$ cat config.mk
export PLATFORM = sky130hd
export DESIGN_NAME = scfl_bucket_table
export DESIGN_NICKNAME = d
export VERILOG_FILES = /design/src/hw/rtl/scfl_pkg.sv /design/src/hw/rtl/scfl_bucket_table.sv
export SDC_FILE = /design/constraint.sdc
export NUM_CORES = 1
export LEC_CHECK = 0
export BUFFER_PORTS_ARGS = -buffer_cell sky130_fd_sc_hd__buf_2
export CAP_MARGIN = 40
export CELL_PAD_IN_SITES_DETAIL_PLACEMENT = 1
export CELL_PAD_IN_SITES_GLOBAL_PLACEMENT = 1
export CORE_UTILIZATION = 31
export DETAILED_ROUTE_END_ITERATION = 16
export GPL_ROUTABILITY_DRIVEN = 0
export PLACE_DENSITY = 0.51
export SYNTH_ARGS = -nofsm -noshare
export SYNTH_HDL_FRONTEND = slang
export SYNTH_SLANG_ARGS = --single-unit
export TNS_END_PERCENT = 10
$ cat constraint.sdc
create_clock -name clk_i -period 2 [get_ports clk_i]
set_clock_uncertainty 0.15 [all_clocks]
set_input_delay 0.1 -clock clk_i [delete_from_list [all_inputs] [get_ports clk_i]]
set_output_delay 0.1 -clock clk_i [all_outputs]
set_load 0.1 [all_outputs]
$ cat src/hw/rtl/scfl_pkg.sv
package scfl_pkg;

  localparam int unsigned BUCKETS         = 16;
  localparam int unsigned MAX_REUSE_BYTES = 256;
  localparam int unsigned POOL_BLOCKS     = 4096;

  localparam int unsigned SIZE_W    = 16;
  localparam int unsigned ROUND_W   = 17;
  localparam int unsigned HANDLE_W  = 12;
  localparam int unsigned LINK_W    = HANDLE_W + 1;
  localparam int unsigned BIDX_W    = ROUND_W - 4;
  localparam int unsigned BUCKET_W  = (BUCKETS > 1) ? $clog2(BUCKETS) : 1;

  localparam logic [ROUND_W-1:0] ROUND_ADD  = ROUND_W'(15);
  localparam logic [ROUND_W-1:0] ROUND_MASK = ~ROUND_W'(15);

  localparam logic CMD_ALLOC = 1'b0;
  localparam logic CMD_FREE  = 1'b1;

  typedef enum logic [2:0] {
    OUT_NULL          = 3'd0,
    OUT_REUSE         = 3'd1,
    OUT_BACKING_ALLOC = 3'd2,
    OUT_KEPT          = 3'd3,
    OUT_BACKING_FREE  = 3'd4
  } outcome_e;

  typedef struct packed {
    logic                en;
    logic [BUCKET_W-1:0] idx;
    logic [HANDLE_W-1:0] head;
    logic                nonempty;
  } bkt_upd_t;

  typedef struct packed {
    logic                en;
    logic [HANDLE_W-1:0] addr;
    logic [LINK_W-1:0]   data;
  } link_wr_t;

endpackage

$ cat src/hw/rtl/scfl_bucket_table.sv
module scfl_bucket_table
  import scfl_pkg::*;
(
  input  logic                clk_i,
  input  logic                rst_ni,
  input  logic [BUCKET_W-1:0] rd_idx_i,
  output logic [HANDLE_W-1:0] head_o,
  output logic                nonempty_o,
  input  bkt_upd_t            upd_i
);

  logic [HANDLE_W-1:0] head_q     [BUCKETS];
  logic [BUCKETS-1:0]  nonempty_q;

  always_ff @(posedge clk_i or negedge rst_ni) begin
    if (!rst_ni) begin
      nonempty_q <= '0;
      for (int i = 0; i < BUCKETS; i++) begin
        head_q[i] <= '0;
      end
    end else if (upd_i.en) begin
      head_q[upd_i.idx]     <= upd_i.head;
      nonempty_q[upd_i.idx] <= upd_i.nonempty;
    end
  end

  assign head_o     = head_q[rd_idx_i];
  assign nonempty_o = nonempty_q[rd_idx_i];

endmodule

==> flow_metrics.env <==
export IMPL_drv_slew=0
export IMPL_yosysMostFrequentCell="dfrtp_1"
export IMPL_outcome="finished, violations left"
export IMPL_setup_violations=13
export IMPL_wire_per_inst_um=24.11
export IMPL_worstMarginPinSlew_ps=565.2
export IMPL_fill_cells=2945
export IMPL_r2r_start="head_q[50]"
export IMPL_tritoncts="yes"
export IMPL_period_minus_slack_ps=2178
export IMPL_yosysUniqueCellTypes=18
export IMPL_floorplan_die_area_um2=31060
export IMPL_vias_per_cell=5.106
export IMPL_netlist_top_cells_area="dfrtp_1 55%, mux2_2 22%, mux4_2 12%, mux2_4 3.2%, a22oi_1 2.1%"
export IMPL_cts_sinks=208
export IMPL_drive_above_1_share=0.6030
export IMPL_first_global_vias=6300
export IMPL_place_hpwl_um=16300
export IMPL_start_util=0.3167
export IMPL_critPathKind="flop to output pin"
export IMPL_crit_fanout=2
export IMPL_worstSkewPairLatency_ps=510
export IMPL_slowest_delay_ps=480
export IMPL_ios=37
export IMPL_synth_top_flop_cell="dfrtp_1"
export IMPL_use_met2=0.3010
export IMPL_syn_area_um2=9412
export IMPL_routed_wl_um=25560
export IMPL_ys_ff_latch=208
export IMPL_end_kind="output pin"
export IMPL_crit_slowest_cell="mux4_2"
export IMPL_cts_root_buf="clkbuf_16"
export IMPL_grt_max_degree=83
export IMPL_finalHoldViolations=0
export IMPL_clockPowerShare=0.362
export IMPL_vias=5412
export IMPL_post_route_period_util=1.089
export IMPL_hold_path_class="input port to asynchronous set/reset pin"
export IMPL_critPathTopFamily="multiplexers"
export IMPL_fin_ws_ps=-178.3
export IMPL_synth_largest_area_cell="dfrtp_1"
export IMPL_drt_pass1_iterations=4
export IMPL_synth_cells=583
export IMPL_antennaDiodeCount=0
export IMPL_timing_fmax_mhz=459.1
export IMPL_syn_num_nets=607
export IMPL_start_kind="flop"
export IMPL_synthTopCellsByCount="208 x dfrtp_1, 188 x mux2_2, 52 x mux4_2"
export IMPL_final_nets=676
export IMPL_die_h_um=176.2
export IMPL_cts_buffers=24
export IMPL_yosysSeqAreaShare=0.5530
export IMPL_drt_iter0_markers=213
export IMPL_violations="setup timing"
export IMPL_timing_slew_headroom=0.6220
export IMPL_pwr_share_comb=0.223
export IMPL_drv_cap=0
export IMPL_p_seq_frac=0.415
export IMPL_critPathBufInv=1
export IMPL_cts_max_path_buffers=3
export IMPL_synth_edf_count=0
export IMPL_pwr_density_cell_nw_per_um2=1173
export IMPL_yosys_warnings=0
export IMPL_gr_usage_all_layers=0.1757
export IMPL_busiest_layer="met2"
export IMPL_synth_async_reset_ratio=1.000
export IMPL_power_leakage_nw=5.001
export IMPL_die_width_um=176.2
export IMPL_io_buffers=36
export IMPL_crit_required_ps=1750
export IMPL_dp_slack_ps=-8.709
export IMPL_startpoint="head_q[58]"
export IMPL_crit_arrival_ps=1930
export IMPL_rsz0062_at_grt="yes"
export IMPL_antenna_found_initial=0
export IMPL_met1_usage=0.2341
export IMPL_critical_path_cell_chain="mux4_2 > a22oi_1 > nand2_1 > buf_12"
export IMPL_clk_pin_slew_worst_paths_ps=60
export IMPL_final_setup_tns_ps=-1964
export IMPL_internal_power_w=0.01006
export IMPL_syn_mean_instance_area_um2=16.14
export IMPL_area_growth_pct=24.34
export IMPL_final_antenna_net_count=0
export IMPL_p_switching_w=0.003663
export IMPL_h_tree_depth=1
export IMPL_grt_pass1_wl_um=40280
export IMPL_gr_total_overflow=0
export IMPL_vdd_drop_max_mv=0.5737
export IMPL_coreArea_um2=29720
export IMPL_switching_share=0.2668
export IMPL_grt_use_met3=0.02498
export IMPL_rows=63
export IMPL_drcViolationCount=0
export IMPL_synth_top_cell_area_share=0.5530
[routing by layer]
layer / routed length (µm) / vias up / share of wire
met1: 11280 / 2984 / 0.44
met3: 710 / 35 / 0.028
met5: 0 / - / 0
met4: 529 / 0 / 0.021
met2: 13040 / 76 / 0.51
li1: - / 2317 / -
[worst reg2reg max path, cell delays in order (launching register included)]
cell,delay (ps)
dfrtp_1,370
buf_4,130
mux2_2,250
[kinds of logic (layout without fill, tap and decap cells)]
family                 count (synthesis)  after routing  synth area share
DFF                                  208            208            0.5530
buffers and inverters                 48            135           0.02366
AOI/OAI and AO/OA                     26             26           0.02074
muxes                                260            260            0.3813
and+or+nand+nor                       41             41           0.02127
[cells in the final DEF, fill, tap and decap left out]
cell type | netlist | final
bufinv_16 | 0 | 5
buf_2 | 22 | 21
and2_1 | 1 | 1
mux2_4 | 20 | 20
nor3b_2 | 1 | 1
dlygate4sd3_1 | 0 | 15
a22oi_1 | 26 | 10
or3_1 | 2 | 2
nand2_1 | 15 | 6
nand2_4 | 0 | 1
nand2b_1 | 4 | 4
and3_1 | 1 | 1
mux4_2 | 52 | 52
clkbuf_1 | 24 | 2
buf_12 | 0 | 26
nor2b_1 | 2 | 2
nand2_2 | 0 | 8
dfrtp_1 | 208 | 208
clkinv_2 | 0 | 2
nor2_1 | 11 | 11
nand3_1 | 1 | 1
nand3b_1 | 3 | 3
clkbuf_16 | 0 | 25
mux2_2 | 188 | 188
buf_4 | 0 | 28
clkinvlp_4 | 0 | 2
clkbuf_8 | 0 | 9
a22oi_2 | 0 | 16
[registers in the layout (all words and copies together), names as in the netlist]
register,count
head_q,192
nonempty_q,16
[stage by stage]
step | utilization | instance area (µm²) | total power (W) | hold slack, ps | std cells
CTS | 0.3933 | 11690 | 0.01392 | 60.16 | 1060
detailed placement | 0.3540 | 10520 | 0.008753 | -180.9 | 1000
global route | 0.3938 | 11700 | 0.01437 | 72.14 | 1060
floorplan | - | 9414 | 0.007680 | -345.6 | 583
finish | 0.3938 | 11700 | 0.01373 | 45.17 | 1060
global placement | 0.3538 | 10510 | 0.008565 | -183.0 | 999
[final timing paths]
| kind | cells after the start | slack, ps | to |
|---|---|---|---|
| max | 4 | -180 | head_o[10] |
| min | 3 | 50 | head_q[88] |
| max reg2reg | 2 | 980 | head_q[50] |
| min reg2reg | 1 | 350 | head_q[11] |
| max in group asynchronous | 3 | 710 | head_q[136] |
| min in group clk_i | 3 | 80 | nonempty_q[6] |
[repair_timing]
item	4_1_cts	5_1_grt
pin swaps	14	2
endpoints found under the setup margin	13	13
hold endpoints to repair	416	0
resized for setup	22	3
hold buffers	15	0
buffers inserted	1	0
[layout make-up]
cell class	count	area [µm²]	share of cell area
multi-input cells	327	4091	0.3496
clock buffers	35	743.2	0.06351
clock inverters	9	175.2	0.01497
well taps	390	488.0	0.04170
repair buffers	91	999.7	0.08543
flip-flops and latches	208	5205	0.4448
[power groups by stage]
stage               logic [W]  registers (W)  clock network [W]
finish                0.00306        0.00570            0.00497
global route          0.00327        0.00583            0.00527
CTS                   0.00310        0.00571            0.00511
detailed placement    0.00298        0.00577                  0
global placement      0.00289        0.00567                  0
floorplan             0.00213        0.00555                  0
(Power assumes the default switching activity.)
